File: src/sv/pci_pkg.sv
// Package for the step-function integrator: widths, codes, state and interface types.
`default_nettype none

package pci_pkg;

    // Table depth
    localparam int MAX_POINTS = 64;
    localparam int IDX_W      = $clog2(MAX_POINTS);
    localparam int CFG_W      = 7;
    localparam int CNT_W      = ($clog2(MAX_POINTS + 1) > CFG_W) ?
                                $clog2(MAX_POINTS + 1) : CFG_W;

    // Field widths
    localparam int TIME_W = 24;
    localparam int VAL_W  = 16;
    localparam int OUT_W  = 48;

    // Datapath widths
    localparam int SPAN_W   = TIME_W + 1;
    localparam int VSQ_W    = 2 * VAL_W - 1;
    localparam int PPROD_W  = VAL_W + SPAN_W + 1;
    localparam int SPROD_W  = VSQ_W + SPAN_W;
    localparam int SQ_SHIFT = 14;

    localparam int PACC_RAW = PPROD_W + IDX_W;
    localparam int PACC_W   = (PACC_RAW > OUT_W + 1) ? PACC_RAW : OUT_W + 1;
    localparam int SACC_RAW = SPROD_W + IDX_W;
    localparam int SACC_W   = (SACC_RAW > OUT_W + SQ_SHIFT + 1) ?
                              SACC_RAW : OUT_W + SQ_SHIFT + 1;

    localparam logic [SPAN_W-1:0] TIME_LIMIT = {1'b1, {TIME_W{1'b0}}};
    localparam logic [SACC_W:0]   SQ_HALF    = (SACC_W + 1)'(1) << (SQ_SHIFT - 1);
    localparam logic [OUT_W-1:0]  OUT_MAX    = {1'b0, {(OUT_W - 1){1'b1}}};
    localparam logic [OUT_W-1:0]  OUT_MIN    = {1'b1, {(OUT_W - 1){1'b0}}};

    // Operation codes
    localparam logic OP_LOAD  = 1'b0;
    localparam logic OP_QUERY = 1'b1;

    typedef enum logic [4:0] {
        ST_IDLE  = 5'b00001,
        ST_WALK  = 5'b00010,
        ST_DRAIN = 5'b00100,
        ST_ROUND = 5'b01000,
        ST_OUT   = 5'b10000
    } state_t;

    typedef struct packed {
        logic load_we;
        logic cfg_we;
        logic query_start;
        logic walk;
        logic round;
    } cmd_t;

    typedef struct packed {
        logic walk_last;
        logic pipe_empty;
    } sts_t;

endpackage

`default_nettype wire

File: src/sv/pci_ctrl.sv
// Controller state machine for the step-function integrator.
`default_nettype none

module pci_ctrl (
    input  wire logic          clk,
    input  wire logic          rst_n,
    input  wire logic          start,
    input  wire logic          op,
    input  wire logic          cfg_valid,
    input  wire pci_pkg::sts_t sts,
    output pci_pkg::cmd_t      cmd,
    output logic               busy,
    output logic               cfg_ready,
    output logic               done
);

    pci_pkg::state_t state_reg;
    pci_pkg::state_t state_next;

    always_ff @(posedge clk or negedge rst_n) begin
        if (!rst_n) begin
            state_reg <= pci_pkg::ST_IDLE;
        end else begin
            state_reg <= state_next;
        end
    end

    always_comb begin
        state_next = state_reg;
        cmd        = '0;
        unique case (state_reg)
            pci_pkg::ST_IDLE:
            begin
                cmd.cfg_we = cfg_valid;
                if (start) begin
                    if (op == pci_pkg::OP_QUERY) begin
                        cmd.query_start = 1'b1;
                        state_next      = pci_pkg::ST_WALK;
                    end else begin
                        cmd.load_we = 1'b1;
                    end
                end
            end
            pci_pkg::ST_WALK:
            begin
                cmd.walk = 1'b1;
                if (sts.walk_last) begin
                    state_next = pci_pkg::ST_DRAIN;
                end
            end
            pci_pkg::ST_DRAIN:
            begin
                if (sts.pipe_empty) begin
                    state_next = pci_pkg::ST_ROUND;
                end
            end
            pci_pkg::ST_ROUND:
            begin
                cmd.round  = 1'b1;
                state_next = pci_pkg::ST_OUT;
            end
            pci_pkg::ST_OUT:
            begin
                state_next = pci_pkg::ST_IDLE;
            end
            default:
            begin
                state_next = pci_pkg::ST_IDLE;
            end
        endcase
    end

    assign busy      = (state_reg != pci_pkg::ST_IDLE);
    assign cfg_ready = (state_reg == pci_pkg::ST_IDLE);
    assign done      = (state_reg == pci_pkg::ST_OUT);

endmodule

`default_nettype wire

File: config.mk
export PLATFORM = sky130hd
export DESIGN_NAME = pci_ctrl
export DESIGN_NICKNAME = d
export VERILOG_FILES = /design/src/sv/pci_pkg.sv /design/src/sv/pci_ctrl.sv
export SDC_FILE = /design/constraint.sdc
export NUM_CORES = 1
export LEC_CHECK = 0
export ABC_AREA = 1
export BUFFER_PORTS_ARGS = -buffer_cell sky130_fd_sc_hd__buf_2
export CAP_MARGIN = 10
export CORE_AREA = 2 2 39 41
export CTS_CLUSTER_DIAMETER = 40
export CTS_CLUSTER_SIZE = 10
export DETAILED_ROUTE_END_ITERATION = 6
export DIE_AREA = 0 0 41 43
export MAX_ROUTING_LAYER = met4
export SETUP_SLACK_MARGIN = 0.2
export SLEW_MARGIN = 25
export SYNTH_ARGS = -nofsm -noshare
export SYNTH_HDL_FRONTEND = slang
export SYNTH_SLANG_ARGS = --single-unit
File: constraint.sdc
create_clock -name clk -period 1.7 [get_ports clk]
set_input_delay 0.17 -clock clk [delete_from_list [all_inputs] [get_ports clk]]
set_output_delay 0.17 -clock clk [all_outputs]
set_load 0.1 [all_outputs]
[After elaboration in Yosys (flattened, before gate mapping)]
Cells that the tools add are included.
Cells by class
  eq/ne operators: 10
  mux-type cells: 12
  reductions and logical operators: 1
Operator list (count)
  $mux 5: 4
  $pmux 5 s4: 1
  $ne 2x2->1 const B: 4
  $mux 1: 6
  $eq 5x1->1 const B: 1
  $eq 5x2->1 const B: 1
  $eq 5x3->1 const B: 1
  $eq 5x4->1 const B: 1
  $eq 5x5->1 const B: 1
  $ne 5x1->1 const B: 1
  $reduce_and 4->1: 1
  $mux 3: 1
Word-level totals
  bits in registers: 5
  input port bits: 7
  output and inout bits: 8
  logic and storage cells: 24

[Logic depth before layout (Yosys ltp)]
  depth in word-level cells: 3
  depth in mapped cells: 6
  depth with buffers taken out: 6

[Least setup slack after synthesis]
Ideal clock, no wire load.
  kind: register to output
  start: register state_reg[1]
  end: output port done
  data arrival time: 3.467 ns
  data required time: 1.530 ns
  path slack: -1.937 ns
  cell stages (with the launch flop): 4
  buffers on the path: 0
  cell sequence: dfrtp_1 > nor2_1 > inv_1 > nor4_1
On the way
  longest elaborated chain between the ends: 1
RTL lines
  start, declared: line pci_ctrl.sv:17  | pci_pkg::state_t state_reg;
  start signal, assigned: line pci_ctrl.sv:22  | state_reg <= pci_pkg::ST_IDLE;
  start signal, assigned: line pci_ctrl.sv:24  | state_reg <= state_next;
  $eq 5x5->1: line pci_ctrl.sv:75  | assign done = (state_reg == pci_pkg::ST_OUT);
  end, declared: line pci_ctrl.sv:14  | output logic done
Every way passes these cells.

==> out/summary.md <==
Entering global routing, the biggest net connects 9 pins. The dominant cell type by count on the critical path is sky130_fd_sc_hd__nor2_4. The logs give 0 for the DRC violation count after routing and 353 for the total via count in the routed design. The final routed wire length divided by cell count was 9.810 um; the synthesis warning total was 0. Along the worst path, the maximum fanout reaches 5. The data required time at the worst endpoint is 1530 ps.

By area, the combinational part of the netlist is dominated by simple AND/OR/NAND/NOR gates. Dividing total power by cell area gives a power density of 2022 mW/mm2. The run gives 0 as the total count of max-transition violations in the final report.

For this run, the top clock speed supported by timing is 601.6 MHz. After layout, the design draws a total of 1376 uW. Global routing finished with a remaining overflow of 0.

The tools report the final number of hold-violating endpoints as 0. The global-route wire length before repair is 1317 um. STA classifies the critical path endpoint as an output port. The synthesized-area fraction occupied by ao, oa, aoi and oai cells was 6.015%. In this design, the stage delay of the slowest critical-path cell is 530 ps.

Across the run, the number of max-cap violations was 0. The clock period minus worst slack was 1662 ps; the clock latency on the worst-skew pair was 250 ps. Setup repair after global routing could not meet its margin everywhere. The share of the Yosys chip area taken by registers is 37.97%. The number of flip-flops under the largest register name works out to 5. The standard cell with the maximum stage delay on the critical path is sky130_fd_sc_hd__dfstp_2.

The average instance in the mapped netlist occupies 7.564 um2. The count of fill cells added during filler insertion is 126, and the synthesis-to-layout area growth is 104.5%. The worst setup path is launched from a flip-flop.

Category of the most critical setup path: reg -> out. The detailed-router iteration count before antenna repair is 1, and the I/O pin total is 15. In this run the standard cell core region covers 0.001384 mm2. The row count was 14. The maximum buffer depth of the clock tree was 2; the area of the mapped netlist was 332.8 um2. The via density per instance works out to 4.202. The clock net in this run drives a total of 5 sinks. The die extent in x is 41 um. The family with the most delay on the worst path is flip-flops. The total leakage power is 0.0003139 uW, and the post-synthesis xor/xnor area fraction is 0%. The synthesized netlist devotes 0% of its cell area to adder and majority cells. The count of unique library cells instantiated by Yosys came out at 17. Measured in cells, the most critical reg-to-reg path has a length of 7.

The final layout contains routed wiring with a total length of 824 um. The number of antenna-violating nets in the routed design was 0. The worst clock skew on the final layout was 0.4332 ps; the detailed placement HPWL was 646.6 um.

The number of port buffers came out at 14. The flow ran to the end, and the final reports show no timing, DRC or antenna violations. Clock-pin slew was measured on the worst setup and hold paths at 40 ps. The logs give 0.6410 for the routability congestion estimate from global placement and 1490 ps for the signal arrival time at the worst endpoint. When the netlist entered floorplanning its net count stood at 51.

Summing the areas of all and, or, nand and nor instances in the mapped netlist gives 42.48% of the synthesized area. The number of cells on the worst hold path works out to 4. The share of final-layout standard cells stronger than drive strength 1 was 63.24%. The H-tree level count was 1. The instance count after placement with tap cells included was 73; the number of buffers and inverters on the critical path was 3. The worst register-to-register path has a setup slack of 440 ps. Counting buffers and inverters, the worst setup path is 7 cells deep. The die covers 0.001763 mm2. Across every metal layer, demand over resource in global routing totals 12.12%. For this configuration, the core starts out at a cell density of 24.05%. The tools report the final net count as 76.

For the pin with the worst max-slew slack, the measured transition is 253.8 ps. Clock tree synthesis inserted a total of 3 buffers. Gate count of the mapped netlist: 44. Library cell used as clock root buffer: sky130_fd_sc_hd__clkbuf_4. Multiplexer cells account for 0% of the synthesized area. The number of failing setup endpoints in the final timing report was 0; the number of global-route vias before repair was 339. The run gives 0.7504 mV as the peak ir drop on the vdd network.

0 antenna diodes ended up in the layout. The number of antenna violations at the first check in global routing is 0. After layout, the worst path uses 97.77% of the clock period. Measured against its own limit, the worst slew margin works out to 82.96%.

The signal on the critical path passes through inv_2, nor2_4, nand3_4, inv_8, nand2_4, nor2_4, buf_12. The worst hold path class was in -> reg. The first routing iteration left 0 violations. The final standard cell count with taps included and fillers excluded is 84, and the vertical extent of the die is 43 um. In this run, synthesis produced a sequential element count of 5. TritonCTS built the clock tree.
[cell usage in the layout, fill, tap and decap left out, drive strengths merged]
cell and n:
a21oi 1, buf 20, clkbuf 4, dfrtp 4, dfstp 1, dlygate4sd3 1, inv 10, nand2 4
nand3 5, nand4 3, nor2 11, nor4 1, o21ai 3
[kinds of logic after synthesis]
group,after synthesis
flops,5
compound gates,4
buf+inv,11
simple gates,24
[stage by stage]
step | hold slack (ps) | cell area, um2 | TNS, ps | worst slack [ps] | util [%]
3_3_place_gp | -16.13 | 575.6 | 0 | 250.0 | 41.59
5_1_grt | 266.5 | 680.7 | -11.62 | -11.62 | 49.19
6_report | 230.6 | 680.7 | 0 | 37.85 | 49.19
2_1_floorplan | -125.6 | 387.9 | -755.4 | -374.7 | -
3_5_place_dp | -14.15 | 575.6 | 0 | 238.5 | 41.59
4_1_cts | 233.1 | 670.6 | 0 | 10.17 | 48.46
[worst register-to-register path, stage by stage, from the launching register on]
cell and delay, ps:
sky130_fd_sc_hd__dfstp_2 530, sky130_fd_sc_hd__inv_2 40, sky130_fd_sc_hd__nor2_4 100, sky130_fd_sc_hd__buf_4 120
sky130_fd_sc_hd__buf_4 90, sky130_fd_sc_hd__nand4_1 110, sky130_fd_sc_hd__nand3_1 110, sky130_fd_sc_hd__nor2_1 40
[cell type report]
| cell class | count | area (um2) | area share (%) |
|---|---|---|---|
| clock buffer | 4 | 26.28 | 3.860 |
| inverter | 10 | 45.04 | 6.618 |
| multi-input combinational | 28 | 211.5 | 31.07 |
| sequential | 5 | 128.9 | 18.93 |
| tap | 16 | 20.02 | 2.941 |
| timing repair buffer | 21 | 249.0 | 36.58 |
[cells in the mapped netlist (all sizes together)]
| library cell | n | area [um2] |
|---|---|---|
| nor2 | 11 | 61.31 |
| inv | 10 | 37.54 |
| nand3 | 5 | 37.54 |
| dfrtp | 4 | 100.1 |
| nand2 | 4 | 17.52 |
| nand4 | 3 | 18.77 |
| o21ai | 3 | 15.01 |
| a21oi | 1 | 5.000 |
| buf | 1 | 7.510 |
| dfstp | 1 | 26.28 |
| nor4 | 1 | 6.260 |
[metal layers]
metal | up-vias | part of all wire (%) | GRT usage (%) | routed length (um)
li1 | 188 | - | - | -
met1 | 155 | 44 | 12.83 | 360
met2 | 7 | 50 | 16.88 | 414
met3 | 3 | 2.9 | 3.141 | 24
met4 | 0 | 2.9 | 12.00 | 24
met5 | - | 0 | - | 0
[path summary, 6_finish.rpt]
check | startpoint | end
max | state_reg[0]$_DFFE_PN1P_ | cmd[4]
min | sts[0] | state_reg[2]$_DFFE_PN0P_
max reg2reg | state_reg[0]$_DFFE_PN1P_ | state_reg[3]$_DFFE_PN0P_
min reg2reg | state_reg[4]$_DFFE_PN0P_ | state_reg[3]$_DFFE_PN0P_
max in group asynchronous | rst_n | state_reg[0]$_DFFE_PN1P_
min in group asynchronous | rst_n | state_reg[4]$_DFFE_PN0P_
[power breakdown]
| part | switching (uW) | internal, uW |
|---|---|---|
| logic | 656 | 402 |
| registers | 24.7 | 150 |
| clock network | 53.6 | 89.0 |
| total | 735 | 642 |
[repair_timing]
| action | CTS | global route |
|---|---|---|
| endpoints found under the hold margin | 5 | 0 |
| setup buffers | 5 | 1 |
| hold buffers | 1 | 0 |
| resized for setup | 9 | 1 |
| endpoints found under the setup margin | 8 | 8 |
| pin swaps | 2 | 2 |
No activity file was read; power rests on OpenSTA's default activity.
